File: config.mk
export PLATFORM = sky130hd
export DESIGN_NAME = motion_threshold_layer_gate
export DESIGN_NICKNAME = d
export VERILOG_FILES = /design/src/mtlg_pkg.sv /design/src/mtlg_regs.sv /design/src/motion_threshold_layer_gate.sv
export SDC_FILE = /design/constraint.sdc
export NUM_CORES = 1
export LEC_CHECK = 0
export BUFFER_PORTS_ARGS = -buffer_cell sky130_fd_sc_hd__buf_2
export CAP_MARGIN = 20
export CORE_UTILIZATION = 29
export DETAILED_ROUTE_END_ITERATION = 8
export PLACE_DENSITY = 0.47
export SYNTH_ARGS = -nofsm -noshare
export SYNTH_HDL_FRONTEND = slang
export SYNTH_SLANG_ARGS = --single-unit
File: constraint.sdc
create_clock -name clk -period 16.9 [get_ports clk]
set_clock_uncertainty 0.1 [all_clocks]
set_input_delay 0.845 -clock clk [delete_from_list [all_inputs] [get_ports clk]]
set_output_delay 0.845 -clock clk [all_outputs]
set_load 0.01 [all_outputs]
File: src/mtlg_pkg.sv
`timescale 1ns / 1ps

package mtlg_pkg;

	localparam int TIME_BITS         = 32;
	localparam int ACC_BITS          = 24;
	localparam int LAYER_BITS        = 5;
	localparam int LAYER_COUNT       = 32;
	localparam int MOVE_BITS         = 16;
	localparam int MAG_BITS          = MOVE_BITS + 1;
	localparam int POS_BITS          = 6;
	localparam int MS16_BITS         = 16;
	localparam int IDLE_BITS         = 15;
	localparam int ACC_RESET_DEFAULT = 200;

	localparam int APB_DATA_BITS = 64;
	localparam int APB_ADDR_BITS = 6;
	localparam int REG_IDX_BITS  = 3;

	// Register indexes; each register sits at byte address 8 * index.
	localparam logic [REG_IDX_BITS-1:0] REG_LAYER_SEL     = 3'd0;
	localparam logic [REG_IDX_BITS-1:0] REG_MOVE_THRESH   = 3'd1;
	localparam logic [REG_IDX_BITS-1:0] REG_HOLD_TIMEOUT  = 3'd2;
	localparam logic [REG_IDX_BITS-1:0] REG_ACCUM_RESET   = 3'd3;
	localparam logic [REG_IDX_BITS-1:0] REG_PRIOR_IDLE    = 3'd4;
	localparam logic [REG_IDX_BITS-1:0] REG_EXCLUDED_MASK = 3'd5;

	typedef enum logic [2:0] {
		MODE_MOVE         = 3'd0,
		MODE_POS_PRESS    = 3'd1,
		MODE_KEY_PRESS    = 3'd2,
		MODE_LAYER_REPORT = 3'd3,
		MODE_TICK         = 3'd4
	} mode_t;

	typedef logic [TIME_BITS-1:0] tstamp_t;
	typedef logic [ACC_BITS-1:0]  acc_t;

	typedef struct packed {
		logic [2:0]                  mode;
		tstamp_t                     time_ms;
		logic signed [MOVE_BITS-1:0] move_value;
		logic [POS_BITS-1:0]         key_position;
		logic                        layer_still_on;
	} req_t;

	typedef struct packed {
		logic [LAYER_BITS-1:0] layer_number;
		logic                  layer_on;
		logic                  turn_on;
		logic                  turn_off;
		acc_t                  movement_total;
	} rsp_t;

	typedef struct packed {
		logic [LAYER_BITS-1:0] layer_sel;
		acc_t                  move_threshold;
		logic [MS16_BITS-1:0]  hold_timeout_ms;
		logic [MS16_BITS-1:0]  accum_reset_ms;
		logic [IDLE_BITS-1:0]  prior_idle_ms;
	} cfg_t;

endpackage

File: src/mtlg_regs.sv
`timescale 1ns / 1ps

module mtlg_regs import mtlg_pkg::*; #(
	parameter int KEY_POSITIONS = 64
) (
	input  logic                     clk,
	input  logic                     arst_n,
	input  logic                     psel,
	input  logic                     penable,
	input  logic                     pwrite,
	input  logic [APB_ADDR_BITS-1:0] paddr,
	input  logic [APB_DATA_BITS-1:0] pwdata,
	output logic [APB_DATA_BITS-1:0] prdata,
	output cfg_t                     cfg,
	output logic [KEY_POSITIONS-1:0] excluded_mask
);

	cfg_t                     cfg_q;
	logic [KEY_POSITIONS-1:0] mask_q;
	logic [REG_IDX_BITS-1:0]  idx;
	logic                     wr_en;

	assign idx   = paddr[APB_ADDR_BITS-1:3];
	assign wr_en = psel && penable && pwrite;

	always_ff @(posedge clk or negedge arst_n) begin
		if (!arst_n) begin
			cfg_q.layer_sel       <= '0;
			cfg_q.move_threshold  <= '0;
			cfg_q.hold_timeout_ms <= '0;
			cfg_q.accum_reset_ms  <= MS16_BITS'(ACC_RESET_DEFAULT);
			cfg_q.prior_idle_ms   <= '0;
			mask_q                <= '0;
		end else if (wr_en) begin
			unique case (idx)
				REG_LAYER_SEL:     cfg_q.layer_sel       <= pwdata[LAYER_BITS-1:0];
				REG_MOVE_THRESH:   cfg_q.move_threshold  <= pwdata[ACC_BITS-1:0];
				REG_HOLD_TIMEOUT:  cfg_q.hold_timeout_ms <= pwdata[MS16_BITS-1:0];
				REG_ACCUM_RESET:   cfg_q.accum_reset_ms  <= pwdata[MS16_BITS-1:0];
				REG_PRIOR_IDLE:    cfg_q.prior_idle_ms   <= pwdata[IDLE_BITS-1:0];
				REG_EXCLUDED_MASK: mask_q                <= pwdata[KEY_POSITIONS-1:0];
				default: begin
				end
			endcase
		end
	end

	always_comb begin
		unique case (idx)
			REG_LAYER_SEL:     prdata = APB_DATA_BITS'(cfg_q.layer_sel);
			REG_MOVE_THRESH:   prdata = APB_DATA_BITS'(cfg_q.move_threshold);
			REG_HOLD_TIMEOUT:  prdata = APB_DATA_BITS'(cfg_q.hold_timeout_ms);
			REG_ACCUM_RESET:   prdata = APB_DATA_BITS'(cfg_q.accum_reset_ms);
			REG_PRIOR_IDLE:    prdata = APB_DATA_BITS'(cfg_q.prior_idle_ms);
			REG_EXCLUDED_MASK: prdata = APB_DATA_BITS'(mask_q);
			default:           prdata = '0;
		endcase
	end

	assign cfg           = cfg_q;
	assign excluded_mask = mask_q;

endmodule

File: src/motion_threshold_layer_gate.sv
`timescale 1ns / 1ps
// Motion-threshold layer gate.
// Requests arrive on req (valid/ready) as timestamped events: movement, key
// position press, key code press, outside layer report and tick. Every request
// produces exactly one response on rsp (valid/ready) with the layer number, the
// layer state after the event, switch-on/switch-off flags and the movement total.
// Configuration is written over the APB-style port (64-bit data, register i at
// byte address 8*i, pready tied high); the user must write it only while no
// request is in flight, as the block does not enforce this. An accepted request
// is held in the request register, evaluated, and its response registered.
// Throughput: one request per cycle if not stalled; evaluation is a single stage of
// adders and comparators between the request register and the response register.
// When rsp_ready is low the response register holds, the request register fills
// behind it, and req_ready then falls until the response is taken; nothing is lost.
// Reset clears all event state and loads the register defaults (accumulator reset
// gap of 200 ms, everything else zero); no request is pending after reset.

module motion_threshold_layer_gate import mtlg_pkg::*; #(
	parameter int KEY_POSITIONS = 64
) (
	input  logic                     clk,
	input  logic                     arst_n,
	input  logic                     req_valid,
	output logic                     req_ready,
	input  req_t                     req,
	output logic                     rsp_valid,
	input  logic                     rsp_ready,
	output rsp_t                     rsp,
	input  logic                     psel,
	input  logic                     penable,
	input  logic                     pwrite,
	input  logic [APB_ADDR_BITS-1:0] paddr,
	input  logic [APB_DATA_BITS-1:0] pwdata,
	output logic [APB_DATA_BITS-1:0] prdata,
	output logic                     pready
);

	cfg_t                     cfg;
	logic [KEY_POSITIONS-1:0] excluded_mask;

	req_t    req_s1;
	logic    vld_s1;
	rsp_t    rsp_s2;
	logic    vld_s2;
	logic    fire;

	logic    active_q, reached_q, armed_q;
	acc_t    acc_q;
	tstamp_t last_key_q, last_move_q, deadline_q;

	logic    active_n, reached_n, armed_n;
	acc_t    acc_n;
	tstamp_t last_key_n, last_move_n, deadline_n;
	rsp_t    rsp_n;

	tstamp_t               now, d_move, d_key, d_hold;
	logic                  gap_clear, blocked, thr_zero, may_on, act, lay_ok;
	logic                  turn_on, turn_off, excl;
	acc_t                  acc_base, acc_sum;
	logic                  reached_base;
	logic [MAG_BITS-1:0]   mag;
	logic [ACC_BITS:0]     sum;
	logic [63:0]           mask_full;

	mtlg_regs #(
		.KEY_POSITIONS(KEY_POSITIONS)
	) u_regs (
		.clk           (clk),
		.arst_n        (arst_n),
		.psel          (psel),
		.penable       (penable),
		.pwrite        (pwrite),
		.paddr         (paddr),
		.pwdata        (pwdata),
		.prdata        (prdata),
		.cfg           (cfg),
		.excluded_mask (excluded_mask)
	);

	assign pready    = 1'b1;
	assign fire      = vld_s1 && (!vld_s2 || rsp_ready);
	assign req_ready = !vld_s1 || fire;
	assign rsp_valid = vld_s2;
	assign rsp       = rsp_s2;

	always_comb begin
		now       = req_s1.time_ms;
		d_move    = now - last_move_q;
		d_key     = now - last_key_q;
		d_hold    = now - deadline_q;
		lay_ok    = {4'd0, cfg.layer_sel} < 9'(LAYER_COUNT);
		mask_full = 64'(excluded_mask);

		// A movement gap longer than the reset window starts accumulation afresh.
		gap_clear    = !d_move[TIME_BITS-1] && (d_move > TIME_BITS'(cfg.accum_reset_ms));
		acc_base     = gap_clear ? '0 : acc_q;
		reached_base = gap_clear ? 1'b0 : reached_q;

		if (req_s1.move_value[MOVE_BITS-1]) begin
			mag = MAG_BITS'(17'h10000) - {1'b0, req_s1.move_value};
		end else begin
			mag = {1'b0, req_s1.move_value};
		end
		sum     = {1'b0, acc_base} + (ACC_BITS+1)'(mag);
		acc_sum = sum[ACC_BITS] ? '1 : sum[ACC_BITS-1:0];

		blocked  = d_key[TIME_BITS-1] || (d_key < TIME_BITS'(cfg.prior_idle_ms));
		thr_zero = (cfg.move_threshold == '0);
		may_on   = !active_q && !blocked;
		act      = may_on && (thr_zero || reached_base || (acc_sum >= cfg.move_threshold));
		excl     = mask_full[req_s1.key_position];

		active_n    = active_q;
		reached_n   = reached_q;
		armed_n     = armed_q;
		acc_n       = acc_q;
		last_key_n  = last_key_q;
		last_move_n = last_move_q;
		deadline_n  = deadline_q;
		turn_on     = 1'b0;
		turn_off    = 1'b0;

		case (req_s1.mode)
			MODE_MOVE: begin
				if (lay_ok) begin
					acc_n       = acc_sum;
					reached_n   = reached_base ||
					              (may_on && !thr_zero && (acc_sum >= cfg.move_threshold));
					last_move_n = now;
					if ((cfg.hold_timeout_ms != '0) && (active_q || act)) begin
						deadline_n = now + TIME_BITS'(cfg.hold_timeout_ms);
						armed_n    = 1'b1;
					end
					active_n = active_q || act;
					turn_on  = act;
				end
			end
			MODE_POS_PRESS: begin
				if (active_q && (mask_full != '0) && !excl) begin
					active_n  = 1'b0;
					reached_n = 1'b0;
					acc_n     = '0;
					turn_off  = 1'b1;
				end
			end
			MODE_KEY_PRESS: begin
				last_key_n = now;
			end
			MODE_LAYER_REPORT: begin
				if (!req_s1.layer_still_on) begin
					active_n  = 1'b0;
					reached_n = 1'b0;
					acc_n     = '0;
					armed_n   = 1'b0;
				end
			end
			MODE_TICK: begin
				if (armed_q && !d_hold[TIME_BITS-1]) begin
					armed_n = 1'b0;
					if (active_q) begin
						active_n  = 1'b0;
						reached_n = 1'b0;
						acc_n     = '0;
						turn_off  = 1'b1;
					end
				end
			end
			default: begin
			end
		endcase

		rsp_n.layer_number   = cfg.layer_sel;
		rsp_n.layer_on       = active_n;
		rsp_n.turn_on        = turn_on;
		rsp_n.turn_off       = turn_off;
		rsp_n.movement_total = acc_n;
	end

	always_ff @(posedge clk or negedge arst_n) begin
		if (!arst_n) begin
			vld_s1      <= 1'b0;
			vld_s2      <= 1'b0;
			active_q    <= 1'b0;
			reached_q   <= 1'b0;
			armed_q     <= 1'b0;
			acc_q       <= '0;
			last_key_q  <= '0;
			last_move_q <= '0;
			deadline_q  <= '0;
		end else begin
			vld_s1 <= (req_valid && req_ready) || (vld_s1 && !fire);
			vld_s2 <= fire || (vld_s2 && !rsp_ready);
			if (fire) begin
				active_q    <= active_n;
				reached_q   <= reached_n;
				armed_q     <= armed_n;
				acc_q       <= acc_n;
				last_key_q  <= last_key_n;
				last_move_q <= last_move_n;
				deadline_q  <= deadline_n;
			end
		end
	end

	always_ff @(posedge clk) begin
		if (req_valid && req_ready) begin
			req_s1 <= req;
		end
		if (fire) begin
			rsp_s2 <= rsp_n;
		end
	end

endmodule

; Yosys cells after proc, flatten, opt, wreduce, memory -nomap -nowiden
; Index checks and enable logic that the tools add are counted.
[totals]
reg_bits = 355
latch_bits = 0
ram_bits = 0
rom_bits = 0
input_bits = 135
out_inout_bits = 99
mem_count = 0
[op_classes]
add_sub_neg = 6
n_mul = 0
n_div = 0
magnitude_cmp = 4
eq_ne = 14
n_shift = 0
n_mux = 28
n_bitwise = 0
reduce_logical = 52
[ops]
columns = op, count
row1 = 64-bit case mux with 6 select lines, 1
row2 = 24-bit two-way mux, 6
row3 = 24-bit case mux with 4 select lines, 1
row4 = 32-bit subtractor, 3
row5 = 64-bit nonzero test, 1
row6 = 32-bit by 16-bit adder with 32-bit output, 1
row7 = 32-bit by 16-bit greater-than comparator with 1-bit output, 1
row8 = 32-bit by 15-bit less-than comparator with 1-bit output, 1
row9 = 24-bit by 17-bit adder with 25-bit output, 1
row10 = 24-bit >= comparator, 1
row11 = 24-bit logical NOT, 1
row12 = 17-bit two-way mux, 1
row13 = "17-bit by 16-bit subtractor with 17-bit output, first input constant", 1
row14 = 2-bit AND reduction, 8
row15 = 16-bit nonzero test, 1
row16 = 1-bit logical AND, 15
row17 = 1-bit two-way mux, 14
row18 = "3-bit by 2-bit equality test with 1-bit output, second input constant", 4
row19 = 1-bit logical NOT, 10
row20 = "2-bit != test, second input constant", 5
row21 = "3-bit equality test, second input constant", 3
row22 = 1-bit logical OR, 9
row23 = 1-bit case mux with 4 select lines, 2
row24 = "6-bit by 7-bit less-than comparator with 1-bit output, second input constant", 1
row25 = 10 further kinds, 12

; Logic depth before layout (Yosys ltp)
; Gate-level depths: netlist of the first run.
[logic_depth]
depth_word = 13
depth_mapped = 51
ltp_nobuf = 49

; Modules after synthesis
; A second synthesis of the first run with hierarchy kept.
[hier_totals]
cells_unflattened = 2264
hier_area_um2 = 23178.5
[modules_own_cells]
columns = module, n_inst, cells_each, area_each_um2
row1 = motion_threshold_layer_gate, 1, 1794, 16689.8
row2 = mtlg_regs, 1, 470, 6488.7

; Least setup slack after synthesis of the first run
; OpenSTA, ideal clock, no wires.
[synth_timing]
path_type = reg-to-reg
from = reg req_s1 (netlist bit now[5])
to = reg deadline_q[0]
setup_ns = 0.125
t_arrival_ns = 8.835
t_required_ns = 16.675
setup_slack_ns = 7.841
stages_incl_launch_ff = 48
n_path_buf = 1
path_cell_list = edfxtp_1 ha_1 a21o_1 or3_1 o21a_1 o31a_1 nand2b_1 xor2_1 ha_1 and4_1 nand2_1 or2_2 nor2_1 o21ai_0 nor4_1 nand4_1 o41ai_4 clkbuf_1 (+12 left out) a21o_1 nand2_1 nor2_4 nor2_1 inv_1 ha_1 a21o_1 a21o_1 a21oi_1 nor2_1 a211oi_1 o211ai_1 a31oi_1 o21ai_0 a211o_1 a31o_2 nand3_4 mux2_2
[synth_via]
elab_chain_len = 12
word_cells_on_any_way = 20
cone_classes = add/sub (3) / order compare (3) / mux (3) / reduce/logical (11)
[synth_lines]
columns = item, line
row1 = "start, declared", motion_threshold_layer_gate.sv:41  ; req_t req_s1;
row2 = "start signal, assigned", motion_threshold_layer_gate.sv:207  ; req_s1 <= req;
row3 = 32-bit subtractor, motion_threshold_layer_gate.sv:88  ; d_move = now - last_move_q;
row4 = 32-bit by 16-bit greater-than comparator with 1-bit output / 1-bit logical NOT (equally long branches), motion_threshold_layer_gate.sv:95  ; gap_clear = !d_move[TIME_BITS-1] && (d_move > TIME_BITS'(cfg.accum_reset_ms));
row5 = 1-bit logical AND, motion_threshold_layer_gate.sv:95
row6 = 24-bit two-way mux, motion_threshold_layer_gate.sv:96  ; acc_base = gap_clear ? '0 : acc_q;
row7 = 24-bit by 17-bit adder with 25-bit output, motion_threshold_layer_gate.sv:104  ; sum = {1'b0, acc_base} + (ACC_BITS+1)'(mag);
row8 = 24-bit two-way mux, motion_threshold_layer_gate.sv:105  ; acc_sum = sum[ACC_BITS] ? '1 : sum[ACC_BITS-1:0];
row9 = 24-bit >= comparator, motion_threshold_layer_gate.sv:110  ; act = may_on && (thr_zero || reached_base || (acc_sum >= cfg.move_threshold));
row10 = 1-bit logical OR, motion_threshold_layer_gate.sv:110
row11 = 1-bit logical AND *, motion_threshold_layer_gate.sv:110
row12 = 1-bit logical OR *, motion_threshold_layer_gate.sv:130  ; if ((cfg.hold_timeout_ms != '0) && (active_q || act)) begin
row13 = 1-bit logical AND *, motion_threshold_layer_gate.sv:130
row14 = 3-bit AND reduction (no source line) *, -
row15 = "end signal, assigned", motion_threshold_layer_gate.sv:200  ; deadline_q <= deadline_n;
row16 = "end, declared", motion_threshold_layer_gate.sv:49  ; tstamp_t last_key_q, last_move_q, deadline_q;
; Mark *: on every way between the ends. The rest lies on a longest branch, timed or not.
; A chain may end at the register's enable or synchronous reset.

; Worst setup path in the final report of the first run
[layout_timing]
from = reg req_s1 (netlist bit now[1])
to = reg deadline_q[31]
[layout_via]
elab_chain_len = 12
word_cells_on_any_way = 21
cone_classes = add/sub (4) / order compare (3) / mux (3) / reduce/logical (11)
[layout_lines]
columns = item, line
row1 = 32-bit subtractor, motion_threshold_layer_gate.sv:88
row2 = 32-bit by 16-bit greater-than comparator with 1-bit output / 1-bit logical NOT (equally long branches), motion_threshold_layer_gate.sv:95
row3 = 1-bit logical AND, motion_threshold_layer_gate.sv:95
row4 = 24-bit two-way mux, motion_threshold_layer_gate.sv:96
row5 = 24-bit by 17-bit adder with 25-bit output, motion_threshold_layer_gate.sv:104
row6 = 24-bit two-way mux, motion_threshold_layer_gate.sv:105
row7 = 24-bit >= comparator, motion_threshold_layer_gate.sv:110
row8 = 1-bit logical OR, motion_threshold_layer_gate.sv:110
row9 = 1-bit logical AND, motion_threshold_layer_gate.sv:110
row10 = 1-bit logical OR, motion_threshold_layer_gate.sv:130
row11 = 1-bit logical AND, motion_threshold_layer_gate.sv:130
row12 = 3-bit AND reduction (no source line), -
; Parallel ways exist; a longest one is shown, timed or not.

==> results.md, run 1 <==
- The wire length of the first global-routing pass is 105 mm.
- The number of distinct standard cells referenced by the synthesized netlist is 74.
- The maximum fanout encountered on the critical timing path is 33.
- Once the floorplan was initialized, standard cells occupied 29.2% of the core.
- The cell area after layout is roughly 26000 µm².
- Among the stages of the critical path, the cell type that occurs most often is sky130_fd_sc_hd__a21oi_1.
- The number of nets handed over by synthesis was between 2000 and 3000.
- The slowest stage of the critical path is the sky130_fd_sc_hd__edfxtp_1 cell.
- After detailed routing, the number of remaining DRC violations is 0.
- Data on the critical path arrives at its endpoint at between 10 and 15 ns.
- The sequential cell area is 9340 µm².
- The placed standard-cell area is 24900 µm².
- The final critical-path share of the clock period is 67.9%.
- The worst setup path is launched from a flop.
- The hold violation total from the final report is 0.
- The first-iteration detailed-routing DRC count is between 1000 and 1500.
- The tree is rooted in a sky130_fd_sc_hd__clkbuf_16.
- The share of the synthesized area in the top cell type is 29.0%.
- The proportion of synthesized chip area in sequential cells is 41.3%.
- Once the clock tree was built, the setup fixing pass inserted 0 buffers.
- CTS built an H-tree with a depth of 2.
- The most common cell after layout, fill and taps aside is sky130_fd_sc_hd__dfrtp_1.
- The floorplan die area is 79100 µm².
- The worst-case IR drop observed on VDD is 0.0817 mV.
- The flop and latch count out of synthesis is 355.
- The minimum setup slack in the final design is 5.42 ns.
- The final layout contains 2842 nets.
- The cell type with the highest aggregate area in the netlist is sky130_fd_sc_hd__dfrtp_1.
- The area of the core region is approximately 77000 µm².
- The most used flip-flop cell after synthesis is sky130_fd_sc_hd__dfrtp_1.
- The first detailed-routing pass ran for 7 iterations.
- The HPWL after detailed placement is ~52 mm.
- The run finished with clean final reports.
- For the worst setup path, the data required time is 17.26 ns.
- The total count of max-transition violations in the final report is 0.
- In this run, CTS created clock tree buffers numbering 46.
- The number of resized instances in the post-cts repair step is 0.
- In this run the remaining antenna-violating nets after routing total 0.
- The row count is 102.
- The min-delay analysis places its worst path in the category input pin to async pin.
- The total power is 3680 µW.
- The layout has 7970 filler cells.
- The global placement routability congestion is 0.854.
- Clock latency on the worst-skew pair, taken at its later pin, is 0.60 ns.
- The synthesized netlist occupies a cell area of ~23000 µm².
- The pre-CTS setup slack is 5.46 ns.
- 0 antenna diodes ended up in the layout.
- The count of vias placed by the detailed router is roughly 18000.
- The fraction of registers with async set or reset after synthesis is roughly 75%.
- The tree built by TritonCTS fans out to between 300 and 400 sinks.
- The hold buffer count at cts is 0.
- After detailed routing, the total wire length is just under 70 mm.
- The maximum frequency from static timing analysis is 87.1 MHz.
- Pin placement for this block handled 234 I/O pins.
- The post-CTS clock slew at the launch and capture registers of the worst setup and hold paths is around 0.06 ns.
- The synthesized area per cell is 9.77 µm².
- The clock period minus worst slack is 11.48 ns.
- The pin slew with the least headroom to its limit is 1.23 ns.
- The cell leakage power is 0.0123 µW.
- Setup repair after global routing left no endpoint under its margin.
- Entering global routing, the biggest net connects 123 pins.
- The total number of yosys warnings is 0.
- The total negative slack for setup checks is 0 ns.
- Global routing used 17.1% of the available tracks.
- The proportion of layout cells with a drive suffix above 1 is between 10% and 20%.
- The library cells used most frequently in the layout, excluding fill and tap cells, are sky130_fd_sc_hd__dfrtp_1 (262), sky130_fd_sc_hd__nand2_1 (228), sky130_fd_sc_hd__buf_2 (228).
- In this run the tightest slew margin relative to its limit is 16.8%.
- The port buffer count is 229.
- In the routed layout, each cell is associated on average with a via count of 4.99.
- The combined area of the multi-input logic cells is 12200 µm².
- The startpoint-to-endpoint class of the critical path is flop to flop.
- The initial antenna violation count is 1.
- In the post-synthesis netlist, the biggest area contributors are sky130_fd_sc_hd__dfrtp_1 (29%), sky130_fd_sc_hd__edfxtp_1 (12%), sky130_fd_sc_hd__ha_1 (10%), sky130_fd_sc_hd__mux2_2 (6.2%), sky130_fd_sc_hd__o21ai_0 (4.6%).
- The final setup violation count is 0.
- The slack of the worst reg-to-reg path is around 5.4 ns.
- The clock tree from TritonCTS is done.
- In this run, synthesis inferred 90 flip-flops with an integrated enable.
- In the final routed layout, each cell accounts on average for 18.9 µm.
- The max-capacitance violation count is 0.
- The number of global-route vias before repair is 17776.
- The capturing element type of the critical path is a flop.
- The number of buffers between clock root and the deepest sink is 3.
- The floorplan step set the die height to 281 µm.
- The die width is about 280 µm.
- Power spread over the standard cell area amounts to 139 nW/µm².
- For this run the aggregate overflow at the end of global routing stands at 0.
- Compared with the post-synthesis result, the final layout area differs by 16.8%.
- Counting every instance in the synthesized netlist gives 2315.
- The worst stage delay on the critical path is 0.57 ns.
[critical path, delay by kind of cell (launching register included)]
kind / cells / cell delay, ns
AOI/OAI and AO/OA: 24 / 4.97
buffers and inverters: 4 / 0.71
and+or+nand+nor: 14 / 2.79
xor gates and xnor gates: 1 / 0.19
muxes: 1 / 0.41
adders and majority gates: 5 / 1.54
DFF: 1 / 0.57
[per-layer routing]
layer	track usage, %	wire, µm
met4	5.25	1820
met2	29.6	32900
met1	22.1	30700
met3	2.23	2710
met5	0	0
[cell families after synthesis]
group / share of synthesized area, %
AND/OR/NAND/NOR: 13.3
other: 0.0332
adder cells (fa/ha/maj): 10.3
XOR/XNOR: 4.10
buffers and inverters: 4.98
flip-flops: 41.3
AO/OA/AOI/OAI: 14.9
multiplexers: 11.1
[synthesized netlist by cell type, drive strengths merged, types with 54 or more instances]
| cell type | number |
|---|---|
| a21oi | 114 |
| and3 | 54 |
| clkbuf | 68 |
| dfrtp | 262 |
| edfxtp | 90 |
| ha | 180 |
| inv | 206 |
| mux2 | 124 |
| mux2i | 61 |
| nand2 | 228 |
| nor2 | 119 |
| o21ai | 207 |
| xnor2 | 77 |
[state kept, by name, indices dropped and copies added (netlist names)]
| register | flops |
|---|---|
| rsp_valid | 1 |
| reached_q | 1 |
| active_q | 1 |
| last_move_q | 32 |
| u_regs.cfg | 76 |
| armed_q | 1 |
| last_key_q | 32 |
| acc_q | 24 |
| req_s1 | 26 |
| u_regs.excluded_mask | 64 |
| rsp | 32 |
| deadline_q | 32 |
| vld_s1 | 1 |
| now | 32 |
[path summary, 6_finish.rpt]
check                                                 from                          to  cells after the start
worst max register to register            now[1]$_DFFE_PP_  deadline_q[31]$_DFFE_PN0P_                     49
max in group asynchronous                           arst_n   last_key_q[7]$_DFFE_PN0P_                      2
worst min-delay path                                arst_n       acc_q[11]$_DFFE_PN0P_                      1
worst max-delay path                      now[1]$_DFFE_PP_  deadline_q[31]$_DFFE_PN0P_                     49
min in group clk                                    req[5]         req_s1[5]$_DFFE_PP_                      1
worst min register to register  u_regs.cfg[72]$_DFFE_PN0P_           rsp[28]$_DFFE_PP_                      0
[where the power goes]
group	switching, µW	internal (µW)	leakage, µW	total [µW]
Clock	405	600	0.000758	1010
Combinational	834	615	0.00747	1450
Sequential	142	1090	0.00409	1230
Total	1380	2300	0.0123	3680
[through the flow]
stage,instances,util [%],hold slack [ns]
after floorplan,2315,-,0.333
after global placement,3515,32.2,0.367
after detailed placement,3515,32.2,0.362
after CTS,3600,34.2,0.293
after global routing,3600,34.2,0.296
final,3600,34.2,0.274
[layout make-up]
cell class                      instances  area share [%]
Clock inverter                         27            1.08
Sequential cell                       355            35.4
Clock buffer                           58            4.72
Multi-Input combinational cell       1669            46.2
Inverter                              206            2.93
Timing Repair Buffer                  245            4.83
Tap cell                             1040            4.93
Note: power is estimated with default switching activity, not from simulation.
==> inputs of run 2 (changes only) <==
Settings changed: PLACE_DENSITY 0.47 to 0.49.
Clock period 16.9 ns to 9.8 ns, I/O delays scaled along.
==> results.md, run 2 (synthesis gave the netlist of run 1 again) <==
- The first-iteration detailed-routing DRC count was 1228 (+3.3%).
- The count of vias placed by the detailed router is 18436 (+2.7%).
- The flip-flop count of the largest register, all copies and words added is 76 (unchanged).
- The critical path is of the flop to flop type.
- The max-capacitance violation count is 0 (unchanged).
- The initial core utilization is 29.2% (unchanged).
- The cell type with the highest occurrence count on the critical path is sky130_fd_sc_hd__a21o_1.
- The clock period minus worst slack came to 9.27 ns (-2.21 ns).
- The number of buffers between clock root and the deepest sink is 3 (unchanged).
- The post-CTS clock slew at the launch and capture registers of the worst setup and hold paths came to 0.06 ns (about the same).
- The vertical extent of the die is 281 µm (unchanged).
- The number of cells on the worst reg-to-reg path is 45 (-8.2%).
- The critical path startpoint category is a flop.
- The run finished with clean final reports.
- The worst stage delay on the critical path was 0.44 ns (-0.13 ns).
- The buffer type at the clock tree root is sky130_fd_sc_hd__clkbuf_16.
- Compared with the post-synthesis result, the final layout area differs by 22.2%.
- The final critical-path share of the clock period was 94.6% (+27 points).
- The worst endpoint data arrival time is 9.62 ns (-2.22 ns).
- The number of detailed-route iterations in the first pass is 6 (-1).
- The number of DRC violations after detailed routing is 0 (unchanged).
- The HPWL after detailed placement came to 52.2 mm (+1.2%).
- The required time of the critical path was 10.15 ns (-7.11 ns).
- The port buffer count was 229 (unchanged).
- The maximum number of pins on one net before global-route repair is 162 (+32%).
- The maximum fanout encountered on the critical timing path is 6 (-82%).
- The proportion of layout cells with a drive suffix above 1 is 21.2% (+2.2 points).
- The number of clock sinks came to 355 (unchanged).
- The total clock buffers created by CTS was 44 (-4.3%).
- The sum of overflow across all layers after global routing was 0 (unchanged).
- The cell with the biggest individual delay on the critical path is sky130_fd_sc_hd__edfxtp_1.
- The global placement routability congestion is 0.880 (+3.0%).
- Leaving out fill and tap cells, the most frequent cells in the layout are sky130_fd_sc_hd__dfrtp_1 (262), sky130_fd_sc_hd__buf_2 (228), sky130_fd_sc_hd__nand2_1 (227).
- The library cell used most frequently in the layout, excluding fill and tap cells, is sky130_fd_sc_hd__dfrtp_1.
- The net count of the finished layout was 2962 (+4.2%).
- The routed wire length is 69.3 mm (+1.6%).
- In this run the worst hold path is classified as input pin to flop.
- The die width is 281 µm (unchanged).
- The hold violation total from the final report was 0 (unchanged).
- The tightest slew margin relative to the limit was 23.1% (+6.4 points).
- The count of pins on the block boundary is 234 (unchanged).
- The global routing usage summed across all routing layers came to 17.3% (+0.17 points).
- The total count of max-transition violations in the final report is 0 (unchanged).
- The peak supply drop came to 0.131 mV (+60%).
- The total power is 6460 µW (+75%).
- The wire length of the first global-routing pass was 106 mm (+1.3%).
- The floorplan die area came to 79100 µm² (unchanged).
- The antenna diode count is 0 (unchanged).
- The area of the core region is 77300 µm² (unchanged).
- Counting instances, the worst hold path has a depth of 1.
- The post-route non-filler standard cell count was 3719 (+3.3%).
- The total negative slack for setup checks is 0 ns (unchanged).
- The remaining number of nets flagged by the antenna check after routing is 0 (unchanged).
- TritonCTS built the clock tree.
- STA classifies the critical path endpoint as a flop.
- The clock latency on the worst-skew pair is 0.60 ns (about the same).
- The row count is 102 (unchanged).
- The wire length per cell is 18.6 µm (-1.6%).
- The pin slew with the least headroom to its limit is 1.14 ns (-0.0941 ns).
- The initial antenna violation count is 2 (+1).
- The final setup violation count is 0 (unchanged).
- The post-placement cell count is 3567 (+1.5%).
- The maximum frequency from static timing analysis came to 108 MHz (+24%).
- The per-cell via count in the routed design is 4.96 (-0.63%).
- The total power per unit cell area was 234 nW/µm² (+68%).
- The number of global-route vias before repair came to 18172 (+2.2%).
- The level count of the clock H-tree is 2 (unchanged).
- The cell leakage power is 0.0129 µW (+4.5%).
[run 2: report_power, final]
group	switching [µW]	total, µW	internal, µW
sequential	238	2110	1870
clock	689	1670	980
combinational	1490	2680	1190
[run 2: routing by layer]
| metal | wire length (µm) | global-route usage, % | share of wire [%] |
|---|---|---|---|
| met5 | 13 | 0 | 0.019 |
| met4 | 1780 | 4.93 | 2.6 |
| met3 | 3090 | 2.51 | 4.5 |
| met2 | 33300 | 29.4 | 48 |
| met1 | 31200 | 22.7 | 45 |
[run 2: layout make-up]
| cell class | instances | area (µm²) |
|---|---|---|
| flip-flops and latches | 355 | 9340 |
| well taps | 1040 | 1300 |
| inverters | 206 | 773 |
| clock buffers | 64 | 1300 |
| multi-input cells | 1670 | 12300 |
| repair buffers | 366 | 2420 |
| fillers | 7926 | 49700 |
| clock inverters | 18 | 184 |
[run 2: worst max-delay path: cells and delay by family, from the launching register on]
| family | cells | cell delay (ns) |
|---|---|---|
| xor+xnor | 1 | 0.15 |
| fa+ha+maj | 4 | 1.07 |
| buf+inv | 2 | 0.22 |
| simple gates | 15 | 2.47 |
| mux | 1 | 0.37 |
| compound gates | 22 | 4.33 |
| flops | 1 | 0.44 |
[run 2: worst paths after layout]
check	from	to	slack (ns)
worst max-delay path	now[5]$_DFFE_PP_	deadline_q[8]$_DFFE_PN0P_	0.53
worst min-delay path	req[54]	now[31]$_DFFE_PP_	0.02
worst max register to register	now[5]$_DFFE_PP_	deadline_q[8]$_DFFE_PN0P_	0.53
worst min register to register	u_regs.cfg[72]$_DFFE_PN0P_	rsp[28]$_DFFE_PP_	0.39
max in group asynchronous	arst_n	last_move_q[29]$_DFFE_PN0P_	7.59
min in group asynchronous	arst_n	u_regs.cfg[12]$_DFFE_PN0P_	0.49
[run 2: stage by stage]
stage          cell area (µm²)  worst slack, ns  hold slack [ns]  util (%)
6_report                 27600            0.532           0.0245      35.7
5_1_grt                  27600          -0.0191          0.00321      35.7
4_1_cts                  27400           0.0170         0.000962      35.4
3_5_place_dp             25300           0.0628            0.375      32.7
3_3_place_gp             25300            0.333            0.361      32.7
2_1_floorplan            22600            0.741           0.0944         -
[run 2: timing repair]
| item | in CTS | in global routing |
|---|---|---|
| resized for setup | 0 | 29 |
| buffers inserted | 0 | 5 |
| setup endpoints to repair | 0 | 36 |
| hold buffers | 61 | 0 |
| endpoints found under the hold margin | 164 | 0 |
